$ cat src/oversampled_uart_with_fifos_defines.svh
// Assertion macros for the oversampled UART block.
// Included by the top level; needs nothing else.
`ifndef OVERSAMPLED_UART_WITH_FIFOS_DEFINES_SVH
`define OVERSAMPLED_UART_WITH_FIFOS_DEFINES_SVH

// Check that a condition holds at every clock edge out of reset.
`define OUF_CHECK(name, clk, rst_n, cond, msg) \
    name: assert property (@(posedge clk) disable iff (!rst_n) (cond)) else $error(msg);

// Check that a trigger is followed by a condition at the next edge.
`define OUF_CHECK_NEXT(name, clk, rst_n, trig, cond, msg) \
    name: assert property (@(posedge clk) disable iff (!rst_n) (trig) |=> (cond)) \
        else $error(msg);

`endif

$ cat src/ouf_pkg.sv
// Shared types and constants for the oversampled UART block.
// No dependencies; used by every module of the block.
package ouf_pkg;

    typedef enum logic [1:0] {
        CMD_TICK = 2'd0,
        CMD_PUSH = 2'd1,
        CMD_POP  = 2'd2,
        CMD_NOP  = 2'd3
    } cmd_t;

    typedef enum logic [1:0] {
        PH_IDLE  = 2'd0,
        PH_START = 2'd1,
        PH_DATA  = 2'd2,
        PH_STOP  = 2'd3
    } phase_t;

    typedef enum logic [1:0] {
        REG_OVERSAMPLE = 2'd0,
        REG_ENABLE     = 2'd1,
        REG_SPARE0     = 2'd2,
        REG_SPARE1     = 2'd3
    } reg_index_t;

    localparam logic [3:0] OVERSAMPLE_RESET = 4'd4;
    localparam logic       ENABLE_RESET     = 1'b1;
    localparam logic [3:0] BITS_PER_WORD    = 4'd8;

    typedef struct packed {
        logic [1:0] cmd;
        logic [7:0] tx_byte;
        logic       rx_line;
    } req_t;

    typedef struct packed {
        logic       tx_line;
        logic       tx_accepted;
        logic       rx_valid;
        logic [7:0] rx_byte;
        logic       tx_space;
        logic       rx_nonempty;
    } rsp_t;

    typedef struct packed {
        logic       tick;
        logic       push;
        logic       pop;
        logic [7:0] tx_byte;
        logic       rx_line;
    } op_t;

    typedef struct packed {
        logic [3:0] period;
        logic       enable;
    } cfg_t;

    typedef struct packed {
        logic line;
        logic accepted;
        logic space;
    } tx_stat_t;

    typedef struct packed {
        logic       valid;
        logic [7:0] data;
        logic       nonempty;
    } rx_stat_t;

endpackage

$ cat src/oversampled_uart_with_fifos.sv
// Oversampled 8N1 UART with transmit and receive byte FIFOs.
// Request channel (req_valid/req_ready/req) carries one command word: a tick
// with the sampled receive line, a push of a transmit byte, or a pop of a
// received byte. Every command word yields exactly one status word on the
// response channel (rsp_valid/rsp_ready/rsp) with the transmit line level,
// push and pop outcomes, the popped byte and both FIFO flags.
// Config channel (cfg_valid/cfg_ready/cfg_index/cfg_data) sets the ticks per
// bit (index 0) and the tick enable (index 1); it is always ready.
// An accepted word waits in the queue, and its status word is registered.
// Throughput: one word per cycle while rsp_ready is high; each word updates all
// state at once, with every FIFO read served from a prefetched head register.
// A two-word queue separates the request side from the back end; when the
// receiver stalls rsp_ready, the response register holds, the queue fills and
// req_ready drops after two more words.
// Reset: both FIFOs empty, both bit machines idle, transmit line high,
// ticks per bit 4, ticks enabled.
// Depends on ouf_pkg, ouf_front, ouf_tx, ouf_rx and the defines header.
`include "oversampled_uart_with_fifos_defines.svh"

module oversampled_uart_with_fifos
    import ouf_pkg::*;
#(
    parameter int TX_DEPTH = 16,
    parameter int RX_DEPTH = 16
)
(
    input  logic       clk,
    input  logic       rst_n,
    input  logic       req_valid,
    output logic       req_ready,
    input  req_t       req,
    output logic       rsp_valid,
    input  logic       rsp_ready,
    output rsp_t       rsp,
    input  logic       cfg_valid,
    output logic       cfg_ready,
    input  logic [1:0] cfg_index,
    input  logic [3:0] cfg_data
);

    logic     op_valid;
    op_t      op;
    logic     fire;
    cfg_t     cfg;
    logic [3:0] oversample_reg, oversample_next;
    logic     enable_reg, enable_next;
    tx_stat_t tx_stat;
    rx_stat_t rx_stat;
    logic     rsp_valid_reg, rsp_valid_next;
    rsp_t     rsp_reg, rsp_next;

    assign cfg_ready = 1'b1;
    assign fire      = op_valid && (!rsp_valid_reg || rsp_ready);
    assign rsp_valid = rsp_valid_reg;
    assign rsp       = rsp_reg;

    always_comb
    begin
        oversample_next = oversample_reg;
        enable_next     = enable_reg;
        if (cfg_valid)
        begin
            case (reg_index_t'(cfg_index))
                REG_OVERSAMPLE: oversample_next = cfg_data;
                REG_ENABLE:     enable_next     = cfg_data[0];
                default:        enable_next     = enable_reg;
            endcase
        end
        cfg.period = (oversample_reg == 4'd0) ? 4'd1 : oversample_reg;
        cfg.enable = enable_reg;
    end

    ouf_front u_front (
        .clk       (clk),
        .rst_n     (rst_n),
        .req_valid (req_valid),
        .req_ready (req_ready),
        .req       (req),
        .take      (fire),
        .op_valid  (op_valid),
        .op        (op)
    );

    ouf_tx #(.DEPTH(TX_DEPTH)) u_tx (
        .clk   (clk),
        .rst_n (rst_n),
        .fire  (fire),
        .op    (op),
        .cfg   (cfg),
        .stat  (tx_stat)
    );

    ouf_rx #(.DEPTH(RX_DEPTH)) u_rx (
        .clk   (clk),
        .rst_n (rst_n),
        .fire  (fire),
        .op    (op),
        .cfg   (cfg),
        .stat  (rx_stat)
    );

    always_comb
    begin
        rsp_valid_next = rsp_valid_reg;
        rsp_next       = rsp_reg;
        if (rsp_valid_reg && rsp_ready)
        begin
            rsp_valid_next = 1'b0;
        end
        if (fire)
        begin
            rsp_valid_next       = 1'b1;
            rsp_next.tx_line     = tx_stat.line;
            rsp_next.tx_accepted = tx_stat.accepted;
            rsp_next.rx_valid    = rx_stat.valid;
            rsp_next.rx_byte     = rx_stat.data;
            rsp_next.tx_space    = tx_stat.space;
            rsp_next.rx_nonempty = rx_stat.nonempty;
        end
    end

    always_ff @(posedge clk or negedge rst_n)
    begin
        if (!rst_n)
        begin
            oversample_reg <= OVERSAMPLE_RESET;
            enable_reg     <= ENABLE_RESET;
            rsp_valid_reg  <= 1'b0;
        end
        else
        begin
            oversample_reg <= oversample_next;
            enable_reg     <= enable_next;
            rsp_valid_reg  <= rsp_valid_next;
        end
    end

    always_ff @(posedge clk)
    begin
        rsp_reg <= rsp_next;
    end

    `OUF_CHECK(a_no_overwrite, clk, rst_n, !(fire && rsp_valid_reg && !rsp_ready), "status word overwritten while stalled")
    `OUF_CHECK_NEXT(a_fire_gives_rsp, clk, rst_n, fire, rsp_valid_reg, "command word lost")
    `OUF_CHECK(a_one_kind, clk, rst_n, !(rsp_valid_reg && rsp_reg.tx_accepted && rsp_reg.rx_valid), "push and pop reported together")

endmodule

$ cat src/ouf_front.sv
// Front end: two-word input queue and command decode.
// Depends on ouf_pkg.
module ouf_front
    import ouf_pkg::*;
(
    input  logic clk,
    input  logic rst_n,
    input  logic req_valid,
    output logic req_ready,
    input  req_t req,
    input  logic take,
    output logic op_valid,
    output op_t  op
);

    req_t       q_reg [2];
    logic       wp_reg, wp_next;
    logic       rp_reg, rp_next;
    logic [1:0] cnt_reg, cnt_next;
    logic       put;
    logic       get;
    req_t       head;

    assign req_ready = (cnt_reg != 2'd2);
    assign op_valid  = (cnt_reg != 2'd0);
    assign put       = req_valid && req_ready;
    assign get       = take && op_valid;
    assign head      = q_reg[rp_reg];

    always_comb
    begin
        wp_next  = put ? ~wp_reg : wp_reg;
        rp_next  = get ? ~rp_reg : rp_reg;
        cnt_next = cnt_reg + {1'b0, put} - {1'b0, get};
    end

    always_ff @(posedge clk or negedge rst_n)
    begin
        if (!rst_n)
        begin
            wp_reg  <= 1'b0;
            rp_reg  <= 1'b0;
            cnt_reg <= 2'd0;
        end
        else
        begin
            wp_reg  <= wp_next;
            rp_reg  <= rp_next;
            cnt_reg <= cnt_next;
        end
    end

    always_ff @(posedge clk)
    begin
        if (put)
        begin
            q_reg[wp_reg] <= req;
        end
    end

    // classify the head word
    always_comb
    begin
        op         = '0;
        op.tx_byte = head.tx_byte;
        op.rx_line = head.rx_line;
        case (cmd_t'(head.cmd))
            CMD_TICK: op.tick = 1'b1;
            CMD_PUSH: op.push = 1'b1;
            CMD_POP:  op.pop  = 1'b1;
            default:  op.tick = 1'b0;
        endcase
    end

endmodule

$ cat src/ouf_tx.sv
// Transmit side: byte FIFO with prefetched head and the 8N1 bit machine.
// Depends on ouf_pkg.
module ouf_tx
    import ouf_pkg::*;
#(
    parameter int DEPTH = 16
)
(
    input  logic     clk,
    input  logic     rst_n,
    input  logic     fire,
    input  op_t      op,
    input  cfg_t     cfg,
    output tx_stat_t stat
);

    localparam int PW = $clog2(DEPTH);
    localparam int FW = $clog2(DEPTH + 1);

    logic [7:0]    mem [DEPTH];
    logic [7:0]    head_reg;
    logic [PW-1:0] wp_reg, wp_next;
    logic [PW-1:0] fp_reg, fp_next;
    logic [FW-1:0] fill_reg, fill_next;
    phase_t        phase_reg, phase_next;
    logic [3:0]    bits_reg, bits_next;
    logic [7:0]    shift_reg, shift_next;
    logic [3:0]    div_reg, div_next;
    logic          line_reg, line_next;
    logic          push_ok;
    logic [3:0]    div_sum;
    logic [3:0]    bits_sum;
    logic [FW-1:0] fill_dec;

    function automatic logic [PW-1:0] ptr_inc(input logic [PW-1:0] p);
        logic [PW-1:0] r;
        r = (p == PW'(DEPTH - 1)) ? '0 : p + 1'b1;
        return r;
    endfunction

    assign push_ok  = fire && op.push && (fill_reg < FW'(DEPTH));
    assign div_sum  = div_reg + 4'd1;
    assign bits_sum = bits_reg + 4'd1;
    assign fill_dec = (fill_reg != '0) ? fill_reg - 1'b1 : fill_reg;

    // next state
    always_comb
    begin
        wp_next    = wp_reg;
        fp_next    = fp_reg;
        fill_next  = fill_reg;
        phase_next = phase_reg;
        bits_next  = bits_reg;
        shift_next = shift_reg;
        div_next   = div_reg;
        line_next  = line_reg;
        if (push_ok)
        begin
            wp_next   = ptr_inc(wp_reg);
            fill_next = fill_reg + 1'b1;
        end
        if (fire && op.tick && cfg.enable)
        begin
            div_next = div_sum;
            if (div_sum >= cfg.period)
            begin
                div_next = 4'd0;
                case (phase_reg)
                    PH_IDLE:
                    begin
                        line_next = 1'b1;
                        if (fill_reg != '0)
                        begin
                            shift_next = head_reg;
                            bits_next  = 4'd0;
                            phase_next = PH_START;
                            fp_next    = ptr_inc(fp_reg);
                        end
                    end
                    PH_START:
                    begin
                        line_next  = 1'b0;
                        phase_next = PH_DATA;
                    end
                    PH_DATA:
                    begin
                        line_next  = shift_reg[0];
                        shift_next = {1'b0, shift_reg[7:1]};
                        bits_next  = bits_sum;
                        if (bits_sum >= BITS_PER_WORD)
                        begin
                            phase_next = PH_STOP;
                        end
                    end
                    default:
                    begin
                        line_next = 1'b1;
                        fill_next = fill_dec;
                        if (fill_dec != '0)
                        begin
                            shift_next = head_reg;
                            bits_next  = 4'd0;
                            phase_next = PH_START;
                            fp_next    = ptr_inc(fp_reg);
                        end
                        else
                        begin
                            phase_next = PH_IDLE;
                        end
                    end
                endcase
            end
        end
    end

    // status after this word
    always_comb
    begin
        stat.line     = line_next;
        stat.accepted = push_ok;
        stat.space    = (fill_next < FW'(DEPTH));
    end

    always_ff @(posedge clk or negedge rst_n)
    begin
        if (!rst_n)
        begin
            wp_reg    <= '0;
            fp_reg    <= '0;
            fill_reg  <= '0;
            phase_reg <= PH_IDLE;
            bits_reg  <= 4'd0;
            shift_reg <= 8'd0;
            div_reg   <= 4'd0;
            line_reg  <= 1'b1;
        end
        else
        begin
            wp_reg    <= wp_next;
            fp_reg    <= fp_next;
            fill_reg  <= fill_next;
            phase_reg <= phase_next;
            bits_reg  <= bits_next;
            shift_reg <= shift_next;
            div_reg   <= div_next;
            line_reg  <= line_next;
        end
    end

    // hold the entry at the fetch pointer, bypassing a same-cycle write
    always_ff @(posedge clk)
    begin
        if (push_ok)
        begin
            mem[wp_reg] <= op.tx_byte;
        end
        if (push_ok && (wp_reg == fp_next))
        begin
            head_reg <= op.tx_byte;
        end
        else
        begin
            head_reg <= mem[fp_next];
        end
    end

endmodule

$ cat src/ouf_rx.sv
// Receive side: start-edge detect, bit sampler and byte FIFO with prefetched head.
// Depends on ouf_pkg.
module ouf_rx
    import ouf_pkg::*;
#(
    parameter int DEPTH = 16
)
(
    input  logic     clk,
    input  logic     rst_n,
    input  logic     fire,
    input  op_t      op,
    input  cfg_t     cfg,
    output rx_stat_t stat
);

    localparam int PW = $clog2(DEPTH);
    localparam int FW = $clog2(DEPTH + 1);

    logic [7:0]    mem [DEPTH];
    logic [7:0]    head_reg;
    logic [PW-1:0] wp_reg, wp_next;
    logic [PW-1:0] rp_reg, rp_next;
    logic [FW-1:0] fill_reg, fill_next;
    phase_t        phase_reg, phase_next;
    logic [3:0]    bits_reg, bits_next;
    logic [7:0]    shift_reg, shift_next;
    logic [3:0]    wait_reg, wait_next;
    logic          prev_reg, prev_next;
    logic          pop_ok;
    logic          store;
    logic [3:0]    wait_sum;
    logic [3:0]    bits_sum;
    logic [7:0]    shift_set;

    function automatic logic [PW-1:0] ptr_inc(input logic [PW-1:0] p);
        logic [PW-1:0] r;
        r = (p == PW'(DEPTH - 1)) ? '0 : p + 1'b1;
        return r;
    endfunction

    assign pop_ok    = fire && op.pop && (fill_reg != '0);
    assign wait_sum  = wait_reg + 4'd1;
    assign bits_sum  = bits_reg + 4'd1;
    assign shift_set = shift_reg | (8'(op.rx_line) << bits_reg[2:0]);

    // next state
    always_comb
    begin
        wp_next    = wp_reg;
        rp_next    = rp_reg;
        fill_next  = fill_reg;
        phase_next = phase_reg;
        bits_next  = bits_reg;
        shift_next = shift_reg;
        wait_next  = wait_reg;
        prev_next  = prev_reg;
        store      = 1'b0;
        if (pop_ok)
        begin
            rp_next   = ptr_inc(rp_reg);
            fill_next = fill_reg - 1'b1;
        end
        if (fire && op.tick && cfg.enable)
        begin
            prev_next = op.rx_line;
            case (phase_reg)
                PH_IDLE:
                begin
                    if (prev_reg && !op.rx_line)
                    begin
                        phase_next = PH_START;
                        wait_next  = 4'd0;
                    end
                end
                PH_START:
                begin
                    phase_next = PH_DATA;
                    wait_next  = 4'd0;
                    bits_next  = 4'd0;
                    shift_next = 8'd0;
                end
                PH_DATA:
                begin
                    wait_next = wait_sum;
                    if (wait_sum >= cfg.period)
                    begin
                        shift_next = shift_set;
                        bits_next  = bits_sum;
                        if (bits_sum >= BITS_PER_WORD)
                        begin
                            phase_next = PH_IDLE;
                            if (fill_reg < FW'(DEPTH))
                            begin
                                store     = 1'b1;
                                wp_next   = ptr_inc(wp_reg);
                                fill_next = fill_reg + 1'b1;
                            end
                        end
                        else
                        begin
                            wait_next = 4'd0;
                        end
                    end
                end
                default:
                begin
                    phase_next = PH_IDLE;
                end
            endcase
        end
    end

    // status after this word
    always_comb
    begin
        stat.valid    = pop_ok;
        stat.data     = pop_ok ? head_reg : 8'd0;
        stat.nonempty = (fill_next != '0);
    end

    always_ff @(posedge clk or negedge rst_n)
    begin
        if (!rst_n)
        begin
            wp_reg    <= '0;
            rp_reg    <= '0;
            fill_reg  <= '0;
            phase_reg <= PH_IDLE;
            bits_reg  <= 4'd0;
            shift_reg <= 8'd0;
            wait_reg  <= 4'd0;
            prev_reg  <= 1'b1;
        end
        else
        begin
            wp_reg    <= wp_next;
            rp_reg    <= rp_next;
            fill_reg  <= fill_next;
            phase_reg <= phase_next;
            bits_reg  <= bits_next;
            shift_reg <= shift_next;
            wait_reg  <= wait_next;
            prev_reg  <= prev_next;
        end
    end

    // hold the entry at the read pointer, bypassing a same-cycle write
    always_ff @(posedge clk)
    begin
        if (store)
        begin
            mem[wp_reg] <= shift_set;
        end
        if (store && (wp_reg == rp_next))
        begin
            head_reg <= shift_set;
        end
        else
        begin
            head_reg <= mem[rp_next];
        end
    end

endmodule
$ cat config.mk
export PLATFORM = sky130hd
export DESIGN_NAME = oversampled_uart_with_fifos
export DESIGN_NICKNAME = d
export VERILOG_FILES = /design/src/ouf_pkg.sv /design/src/oversampled_uart_with_fifos.sv /design/src/ouf_front.sv /design/src/ouf_tx.sv /design/src/ouf_rx.sv
export VERILOG_INCLUDE_DIRS = /design/src /design/src/src
export SDC_FILE = /design/constraint.sdc
export NUM_CORES = 1
export LEC_CHECK = 0
export ABC_AREA = 0
export BUFFER_PORTS_ARGS = -buffer_cell sky130_fd_sc_hd__buf_2
export CORE_ASPECT_RATIO = 1.25
export CORE_UTILIZATION = 50
export CTS_CLUSTER_SIZE = 24
export DETAILED_ROUTE_END_ITERATION = 8
export GPL_ROUTABILITY_DRIVEN = 0
export PLACE_DENSITY = 0.66
export SETUP_SLACK_MARGIN = 0.02
export SKIP_CTS_REPAIR_TIMING = 1
export SLEW_MARGIN = 0
export SYNTH_ARGS = -nofsm -noshare
export SYNTH_HDL_FRONTEND = slang
export SYNTH_SLANG_ARGS = --single-unit
$ cat constraint.sdc
create_clock -name clk -period 3.01 [get_ports clk]
set_input_delay 0.7525 -clock clk [delete_from_list [all_inputs] [get_ports clk]]
set_output_delay 0.7525 -clock clk [all_outputs]
set_load 0.03 [all_outputs]
==> qor.csv, run 1 <==
stage,metric,value,unit
status,outcome,completed,
floorplanning,starting density of the core,0.509,
sta,final hold viol count,0,
grt,gr usage total,0.204,
sta,RSZ-0062 raised after global routing,false,
floorplanning,die height,201,um
sta,fin. max-slew vios,0,
grt,initial antenna violation count,0,
drt,Pre-antenna DRT Iters,5,
synth,most frequent cells after synthesis,"edfxtp_1 (291), mux4_2 (72), dfrtp_1 (70)",
floorplanning,num ports,38,
synth,share of the synthesized area in the top cell type,0.552,
setup_path,Required @ worst endpoint,3300,ps
synth,"FFs w/ async S/R, synth",0.198,
setup_path,"Critical Path, Cell by Cell",inv_1 > a31o_2 > ha_1 > nand2b_1 > a21o_1 > o221a_2 > o2111ai_4 > nor3_2 > buf_4 > and2_1 > buf_12,
drt,Avg Vias per Cell,5.70,
synth,sequential share of the synthesized area,0.680,
sta,post-route setup slack,138,ps
setup_path,Worst R2R Start,oversample_reg[2],
layout,Area Growth Syn to Fin,14.7,%
grt,largest net degree at the start of global routing,43,
synth,synth warn,0,
setup_path,R2R Path End,u_rx.mem[0][4],
setup_path,Worst setup SP type,register,
power,worst vdd ir,0.701,mV
setup_path,Setup Crit Path Kind,reg -> reg,
cts,clock sinks,373,
synth,post-synthesis instance total,944,
synth,"count leader, synth",edfxtp_1,
setup_path,CP peak stage delay,540,ps
run,# Max-Cap Violations,0,
cts,CTS tree,done,
cts,root buf cell,clkbuf_16,
sta,crit path time final,2870,ps
sta,fin crit share,0.954,
layout,fraction of layout cells with a size suffix above 1,0.265,
placement,hpwl dp,21500,um
drt,routed via count,8335,
sta,Max-slew headroom,0.411,
cts,"Clk pin slew, worst setup/hold paths",60,ps
synth,library cells used by synthesis,73,
layout,area of the multi-input gates,4730,um^2
floorplanning,Core Rows,72,
synth,"top cells by area, synth","edfxtp_1 (55%), dfrtp_1 (11%), mux4_2 (10%)",
setup_path,CP Data Arrival Time,3160,ps
cts,CTS max path bufs,3,
synth,"EDFF count, synth",291,
setup_path,CP Capture Type,register,
drt,drc violations,0,
drt,Post-Route WL,31500,um
synth,syn nets,997,
sta,Achievable Freq,348,MHz
setup_path,Top delay family on crit path,compound AO/OA/AOI/OAI gates,
layout,fin util,0.584,
sta,Worst Tran Pin Value,882,ps
min_path,worst hold path class,in -> async,
layout,fin nets,1080,
setup_path,Crit Path Max Fanout,8,
grt,total grt overflow,0,
drt,routed len/inst,21.6,um
sta,final setup fails,0,
synth,"Top FF cell, synth",edfxtp_1,
power,Power Density,866,nW/um^2
synth,"Avg Cell Area, Syn",16.8,um^2
floorplanning,die area,32400,um^2
layout,# diodes,0,
floorplanning,CORE AREA,31100,um^2
cts,CTS Buf Count,37,
sta,Final Skew,23.4,ps
synth,"FF+latch count, synth",373,
synth,cell accounting for the most synthesized area,edfxtp_1,
setup_path,Bufs and invs on worst path,3,
synth,post-synth design cell area,15800,um^2
setup_path,worst reg2reg setup slack,140,ps
grt,vias in the first global route,8641,
setup_path,Worst Reg-to-Reg Cells,11,
layout,Layout fillers,2345,
power,P_leak,6.64,nW
drt,post-route ant nets,0,
drt,Iter 0 DRT Violations,632,
floorplanning,chip width,161,um
setup_path,slowest CP cell,dfstp_2,
grt,first-pass GRT wire length,49500,um
placement,Port Buf Inserts,36,
layout,sequential standard cell area,10800,um^2
cts,H-Tree Depth,2,
cts,clock latency on the worst-skew pair,530,ps
placement,pre-CTS setup slack,31.9,ps
==> cells in the final DEF (no fill, tap or decap), types with 6 or more instances in the layout <==
| master | instances |
|---|---|
| a211oi_1 | 21 |
| a21o_1 | 9 |
| a21oi_1 | 13 |
| and2_1 | 22 |
| and3_1 | 7 |
| buf_12 | 14 |
| buf_2 | 35 |
| buf_4 | 42 |
| clkbuf_1 | 6 |
| clkbuf_16 | 39 |
| clkbuf_8 | 7 |
| dfrtp_1 | 70 |
| dfxtp_1 | 6 |
| edfxtp_1 | 291 |
| ha_1 | 31 |
| inv_1 | 35 |
| mux2_1 | 8 |
| mux2_2 | 21 |
| mux2i_1 | 20 |
| mux4_2 | 72 |
| nand2_1 | 41 |
| nand3_1 | 18 |
| nor2_1 | 26 |
| nor2b_1 | 19 |
| o21ai_0 | 29 |
| o221a_2 | 9 |
| xnor2_1 | 13 |
==> worst register-to-register path, stage by stage (launching register included) <==
cell and delay (ps):
dfstp_2 540, inv_1 50, a31o_2 250, ha_1 280, nand2b_1 140, a21o_1 190, o221a_2 310, o2111ai_4 340
nor3_2 80, buf_4 150, and2_1 180, buf_12 140
==> area by class of cell <==
cell class                 instances  share of cell area
sequential                       373               0.593
multi-input combinational        488               0.261
clock buffer                      52              0.0603
timing repair buffer              91              0.0425
tap                              407              0.0281
clock inverter                    15             0.00793
inverter                          36             0.00745
==> metal layers <==
layer	track usage	routed length (um)	up-vias
met5	0	0	-
met4	0.0566	673	0
met3	0.0273	1130	40
met2	0.375	17400	165
met1	0.248	12300	4245
li1	-	-	3885
==> how the worst max path moves through the flow <==
stage                      startpoint        endpoint  slack [ps]  cells past startpoint
finish              oversample_reg[2]  u_rx.mem[0][4]         140                     11
global placement            rsp_ready  u_rx.mem[5][6]          80                      7
global route        oversample_reg[2]  u_rx.mem[0][4]          20                     11
CTS                 oversample_reg[2]  u_rx.mem[0][4]          90                     11
floorplan                   rsp_ready  u_rx.mem[3][0]        -290                      6
detailed placement          rsp_ready  u_rx.mem[5][6]          30                      7
==> metrics by stage <==
step	instance area [um^2]	std cells	setup TNS [ps]	power, W	hold WS (ps)
6_report	18100	1462	0	0.0157	220
5_1_grt	18100	1462	0	0.0165	251
4_1_cts	18100	1462	0	0.0159	238
3_5_place_dp	16900	1395	0	0.0113	468
3_3_place_gp	16900	1395	0	0.0112	464
2_1_floorplan	15800	944	-5320	0.00990	452
==> power by group <==
part           switching [W]  internal (W)
combinational        0.00231       0.00179
sequential          0.000604       0.00641
clock                0.00188       0.00272
==> cell families (layout without fill, tap and decap cells) <==
| group | count (synthesis) | in the layout | share of synthesized area |
|---|---|---|---|
| flip-flops | 373 | 373 | 0.680 |
| multiplexers | 122 | 122 | 0.137 |
| buffers and inverters | 83 | 194 | 0.0214 |
| XOR/XNOR | 17 | 17 | 0.00941 |
| AO/OA/AOI/OAI | 134 | 134 | 0.0627 |
| adder cells (fa/ha/maj) | 31 | 31 | 0.0245 |
| other | 1 | 1 | 0.000237 |
| AND/OR/NAND/NOR | 183 | 183 | 0.0649 |
No activity file was read; power rests on OpenSTA's default activity.
==> run 2: changes to the inputs <==
--- a/config.mk
+++ b/config.mk
@@ -9,6 +9,7 @@
 export ABC_AREA = 0
 export BUFFER_PORTS_ARGS = -buffer_cell sky130_fd_sc_hd__buf_2
 export CORE_ASPECT_RATIO = 1.25
+export CORE_MARGIN = 3
 export CORE_UTILIZATION = 50
 export CTS_CLUSTER_SIZE = 24
 export DETAILED_ROUTE_END_ITERATION = 8
==> qor.csv, run 2 (synthesis gave the netlist of run 1 again) <==
stage,metric,value,unit,change
drt,Iter 0 DRT Violations,575,,-9.0%
setup_path,worst reg2reg setup slack,130,ps,about the same
sta,RSZ-0062 raised after global routing,true,,
setup_path,Required @ worst endpoint,3260,ps,-40 ps
setup_path,Worst Reg-to-Reg Cells,9,,-2
layout,fin nets,1081,,+0.093%
sta,worst hold slack,199,ps,-21.7 ps
floorplanning,num ports,38,,unchanged
layout,Layout fillers,2370,,+1.1%
sta,final setup fails,0,,unchanged
cts,CTS tree,done,,
floorplanning,CORE AREA,31100,um^2,unchanged
cts,CTS max path bufs,3,,unchanged
drt,routed len/inst,21.1,um,-2.3%
layout,"commonest non-fill, non-tap cell in the layout",edfxtp_1,,
cts,clock sinks,373,,unchanged
setup_path,Crit. path cell count,9,,-2
setup_path,CP Data Arrival Time,3130,ps,-30 ps
setup_path,Bufs and invs on worst path,1,,-2
drt,Avg Vias per Cell,5.66,,-0.78%
setup_path,CP startpoint,oversample_reg[2],,
layout,Area Growth Syn to Fin,14.3,%,
setup_path,Top delay family on crit path,compound AO/OA/AOI/OAI gates,,
setup_path,Worst setup SP type,register,,
placement,placed cell area,16800,um^2,-0.58%
drt,routed via count,8287,,-0.58%
grt,first-pass GRT wire length,49200,um,-0.67%
setup_path,CP peak stage delay,540,ps,about the same
setup_path,"Critical Path, Cell by Cell",inv_1 > a31o_2 > ha_1 > nand2b_1 > a21o_1 > o221a_2 > o2111ai_4 > nor2_1 > and2_2,,
setup_path,Worst R2R Start,oversample_reg[2],,
run,# Max-Cap Violations,0,,unchanged
setup_path,worst setup path end,u_rx.mem[12][1],,
sta,final hold viol count,0,,unchanged
sta,Worst Tran Pin Value,745,ps,-137 ps
power,worst vdd ir,0.663,mV,-5.5%
sta,Max-slew headroom,0.503,,+0.0913
power,Power Total,0.0157,W,-0.37%
power,Sequential Power Share,0.448,,+0.002
sta,fin crit share,0.957,,+0.00253
grt,gr usage total,0.191,,-0.0127
grt,initial antenna violation count,1,,+1
floorplanning,die area,33800,um^2,+4.5%
cts,clock latency on the worst-skew pair,530,ps,about the same
drt,Post-Route WL,30900,um,-2.1%
sta,Final Skew,21.5,ps,-1.91 ps
setup_path,CP Capture Type,register,,
layout,most frequent cells in the layout,"edfxtp_1 (291), mux4_2 (72), dfrtp_1 (70)",,
sta,post-route setup slack,130,ps,-7.61 ps
setup_path,Setup Crit Path Kind,reg -> reg,,
grt,vias in the first global route,8613,,-0.32%
drt,drc violations,0,,unchanged
grt,largest net degree at the start of global routing,35,,-19%
power,clock power share,0.294,,about the same
setup_path,Crit Path Max Fanout,8,,unchanged
setup_path,R2R Path End,u_rx.mem[12][1],,
layout,post-layout instance area,18100,um^2,-0.34%
min_path,worst hold path class,in -> async,,
power,Int Power,0.0109,W,-0.17%
cts,"Clk pin slew, worst setup/hold paths",60,ps,about the same
layout,fraction of layout cells with a size suffix above 1,0.269,,+0.00397
grt,total grt overflow,0,,unchanged
floorplanning,die height,205,um,+2.0%
sta,Achievable Freq,347,MHz,-0.26%
cts,CTS Buf Count,38,,+2.7%
status,outcome,completed,,
power,Gate power share,0.257,,-0.004
power,Power Density,866,nW/um^2,about the same
power,Sw Share,0.304,,-0.00133
placement,placed cells,1392,,-0.22%
layout,# diodes,0,,unchanged
power,P_leak,6.63,nW,about the same
floorplanning,Core Rows,72,,unchanged
layout,final non-filler cell total,1465,,+0.21%
sta,crit path time final,2880,ps,+7.61 ps
placement,pre-CTS setup slack,-50.8,ps,-82.6 ps
cts,H-Tree Depth,2,,unchanged
floorplanning,starting density of the core,0.509,,unchanged
drt,post-route ant nets,0,,unchanged
floorplanning,chip width,165,um,+2.5%
sta,fin. max-slew vios,0,,unchanged
placement,Port Buf Inserts,36,,unchanged
cts,root buf cell,clkbuf_16,,
drt,Pre-antenna DRT Iters,5,,unchanged
setup_path,slowest CP cell,dfstp_2,,
placement,hpwl dp,21100,um,-2.0%
power,P_sw,0.00476,W,-0.80%
run 2: metal layers:
metal	up-vias	global-route usage	wire, um
met5	-	0	13
met4	2	0.0560	722
met3	56	0.0279	976
met2	131	0.347	16900
met1	4220	0.236	12200
li1	3878	-	-
run 2: final cells by class:
cell class,count,area (um^2),share of cell area
clock buffer,50,1040,0.0574
clock inverter,20,208,0.0115
inverter,36,135,0.00747
multi-input combinational,488,4740,0.262
sequential,373,10800,0.595
tap,407,509,0.0282
timing repair buffer,91,699,0.0387
run 2: how the worst min path moves through the flow:
stage | slack, ps | endpoint | cells past startpoint | startpoint
3_5_place_dp | 480 | u_tx.shift_reg[3] | 1 | u_tx.shift_reg[3]
4_1_cts | 200 | u_tx.fp_reg[2] | 1 | rst_n
3_3_place_gp | 470 | u_tx.shift_reg[4] | 1 | u_tx.shift_reg[4]
6_report | 200 | u_tx.fp_reg[2] | 1 | rst_n
5_1_grt | 220 | u_tx.fp_reg[2] | 1 | rst_n
2_1_floorplan | 450 | u_tx.shift_reg[1] | 1 | u_tx.shift_reg[1]
run 2: power groups by stage:
stage	Clock, W	Combinational, W	Sequential [W]
floorplan	0	0.00300	0.00691
global placement	0	0.00404	0.00711
detailed placement	0	0.00409	0.00712
CTS	0.00472	0.00411	0.00703
global route	0.00492	0.00447	0.00712
finish	0.00461	0.00403	0.00702
run 2: stage by stage:
stage                     utilization  setup TNS (ps)
final                           0.582               0
after global routing            0.582               0
after CTS                       0.581               0
after detailed placement        0.541            -404
after global placement          0.541               0
after floorplan                     -           -5320
==> run 3: changes to the inputs <==
--- a/config.mk
+++ b/config.mk
@@ -11,9 +11,11 @@
 export CORE_ASPECT_RATIO = 1.25
 export CORE_MARGIN = 3
 export CORE_UTILIZATION = 50
+export CTS_BUF_LIST = sky130_fd_sc_hd__clkbuf_16
 export CTS_CLUSTER_SIZE = 24
 export DETAILED_ROUTE_END_ITERATION = 8
 export GPL_ROUTABILITY_DRIVEN = 0
+export GPL_TIMING_DRIVEN = 0
 export PLACE_DENSITY = 0.66
 export SETUP_SLACK_MARGIN = 0.02
 export SKIP_CTS_REPAIR_TIMING = 1
==> qor.csv, run 3 (synthesis gave the netlist of run 1 again) <==
stage,metric,value,unit,change
setup_path,Bufs and invs on worst path,2,,+1
sta,RSZ-0062 raised after global routing,true,,
layout,fin nets,1083,,+0.19%
placement,Port Buf Inserts,36,,unchanged
drt,post-route ant nets,0,,unchanged
setup_path,worst reg2reg setup slack,80,ps,-50 ps
layout,"commonest non-fill, non-tap cell in the layout",edfxtp_1,,
floorplanning,chip width,165,um,unchanged
drt,Post-Route WL,30600,um,-0.96%
cts,H-Tree Depth,2,,unchanged
sta,Final Skew,15.8,ps,-5.71 ps
drt,Iter 0 DRT Violations,539,,-6.3%
power,Power Density,864,nW/um^2,-0.31%
grt,gr usage total,0.186,,-0.00484
status,outcome,completed,,
setup_path,Top delay family on crit path,compound AO/OA/AOI/OAI gates,,
drt,Pre-antenna DRT Iters,4,,-1
cts,clock latency on the worst-skew pair,520,ps,about the same
drt,routed len/inst,20.9,um,-0.96%
sta,fin. max-slew vios,0,,unchanged
setup_path,Worst setup SP type,register,,
sta,final hold viol count,0,,unchanged
setup_path,Worst Reg-to-Reg Cells,10,,+1
layout,fraction of layout cells with a size suffix above 1,0.267,,-0.00189
setup_path,Required @ worst endpoint,3260,ps,about the same
setup_path,Crit. path cell count,10,,+1
min_path,worst hold path class,in -> async,,
setup_path,"Critical Path, Cell by Cell",inv_2 > a31o_2 > ha_1 > nand2b_1 > a21o_1 > a31o_2 > o2111ai_4 > buf_8 > nor2_1 > and2_2,,
setup_path,Setup Crit Path Kind,reg -> reg,,
setup_path,R2R Path End,u_rx.mem[12][0],,
sta,final setup fails,0,,unchanged
power,P_leak,6.53,nW,-1.6%
cts,"Clk pin slew, worst setup/hold paths",60,ps,about the same
grt,first-pass GRT wire length,48000,um,-2.5%
drt,Avg Vias per Cell,5.69,,+0.52%
layout,most frequent cells in the layout,"edfxtp_1 (291), mux4_2 (72), dfrtp_1 (70)",,
layout,Area Growth Syn to Fin,13.5,%,
setup_path,cell mode on critical path,a31o_2,,
power,worst vdd ir,0.502,mV,-24%
layout,Layout fillers,2348,,-0.93%
grt,total grt overflow,0,,unchanged
cts,root buf cell,clkbuf_16,,
layout,fin util,0.577,,-0.00439
setup_path,slowest CP cell,dfstp_2,,
placement,hpwl dp,20800,um,-1.5%
cts,clock sinks,373,,unchanged
sta,Achievable Freq,341,MHz,-1.8%
grt,initial antenna violation count,0,,-1
sta,crit path time final,2930,ps,+53.5 ps
floorplanning,CORE AREA,31100,um^2,unchanged
floorplanning,starting density of the core,0.509,,unchanged
sta,fin crit share,0.974,,+0.0178
drt,drc violations,0,,unchanged
floorplanning,num ports,38,,unchanged
sta,worst hold slack,144,ps,-55.0 ps
sta,Max-slew headroom,0.337,,-0.166
sta,Fin Setup TNS,0,ps,unchanged
floorplanning,die area,33800,um^2,unchanged
setup_path,CP Capture Type,register,,
grt,vias in the first global route,8553,,-0.70%
setup_path,Crit Path Max Fanout,8,,unchanged
sta,Worst Tran Pin Value,991,ps,+246 ps
grt,largest net degree at the start of global routing,53,,+51%
drt,routed via count,8330,,+0.52%
cts,CTS Buf Count,37,,-2.6%
run,# Max-Cap Violations,0,,unchanged
floorplanning,Core Rows,72,,unchanged
setup_path,Worst R2R Start,oversample_reg[2],,
setup_path,CP Data Arrival Time,3180,ps,+50 ps
cts,CTS tree,done,,
layout,# diodes,0,,unchanged
setup_path,CP peak stage delay,560,ps,+20 ps
floorplanning,die height,205,um,unchanged
cts,CTS max path bufs,3,,unchanged
==> run 3: cell types whose count changed in the layout (fill, tap and decap cells not counted), moves of 6 or more <==
| cell | delta |
|---|---|
| and2_1 | -12 |
| and2_4 | +7 |
| buf_1 | +6 |
| buf_12 | -7 |
| buf_2 | +9 |
| buf_4 | -36 |
| clkbuf_1 | +16 |
==> run 3: through the flow <==
| step | area [um^2] | cells | worst slack, ps | total power [W] |
|---|---|---|---|---|
| final | 17900 | 1465 | 77.0 | 0.0155 |
| after global routing | 17900 | 1465 | -48.0 | 0.0163 |
| after CTS | 17800 | 1458 | -820 | 0.0156 |
| after detailed placement | 16600 | 1391 | -946 | 0.0111 |
| after global placement | 16500 | 1387 | -1270 | 0.0110 |
| after floorplan | 15800 | 944 | -289 | 0.00990 |
==> run 3: power by group <==
group / internal (W) / switching (W)
Sequential: 0.00641 / 0.000338
Combinational: 0.00172 / 0.00257
Clock: 0.00259 / 0.00186
Total: 0.0107 / 0.00477
==> run 3: cell type report <==
cell class | instances | area, um^2 | share of cell area
Sequential cell | 373 | 10800 | 0.599
Multi-Input combinational cell | 488 | 4850 | 0.270
Clock buffer | 37 | 926 | 0.0516
Tap cell | 407 | 509 | 0.0284
Timing Repair Buffer | 47 | 305 | 0.0170
Clock inverter | 30 | 251 | 0.0140
Buffer | 47 | 218 | 0.0121
Inverter | 36 | 135 | 0.00753
==> run 3: worst max-delay path by stage <==
stage,start,endpoint,slack [ps]
2_1_floorplan,rsp_ready,u_rx.mem[3][0],-290
3_3_place_gp,rsp_ready,u_rx.mem[7][2],-1270
3_5_place_dp,rsp_ready,u_rx.mem[15][0],-950
4_1_cts,u_front.rp_reg,u_rx.mem[15][0],-820
5_1_grt,oversample_reg[2],u_rx.mem[12][4],-50
6_report,oversample_reg[2],u_rx.mem[12][0],80
==> run 3: per-layer routing <==
metal | routed length, um | track usage | vias up | share of wire
met5 | 0 | 0 | - | 0
met3 | 802 | 0.0251 | 40 | 0.026
met2 | 17000 | 0.345 | 127 | 0.56
met1 | 12000 | 0.224 | 4275 | 0.39
li1 | - | - | 3888 | -
met4 | 765 | 0.0560 | 0 | 0.025
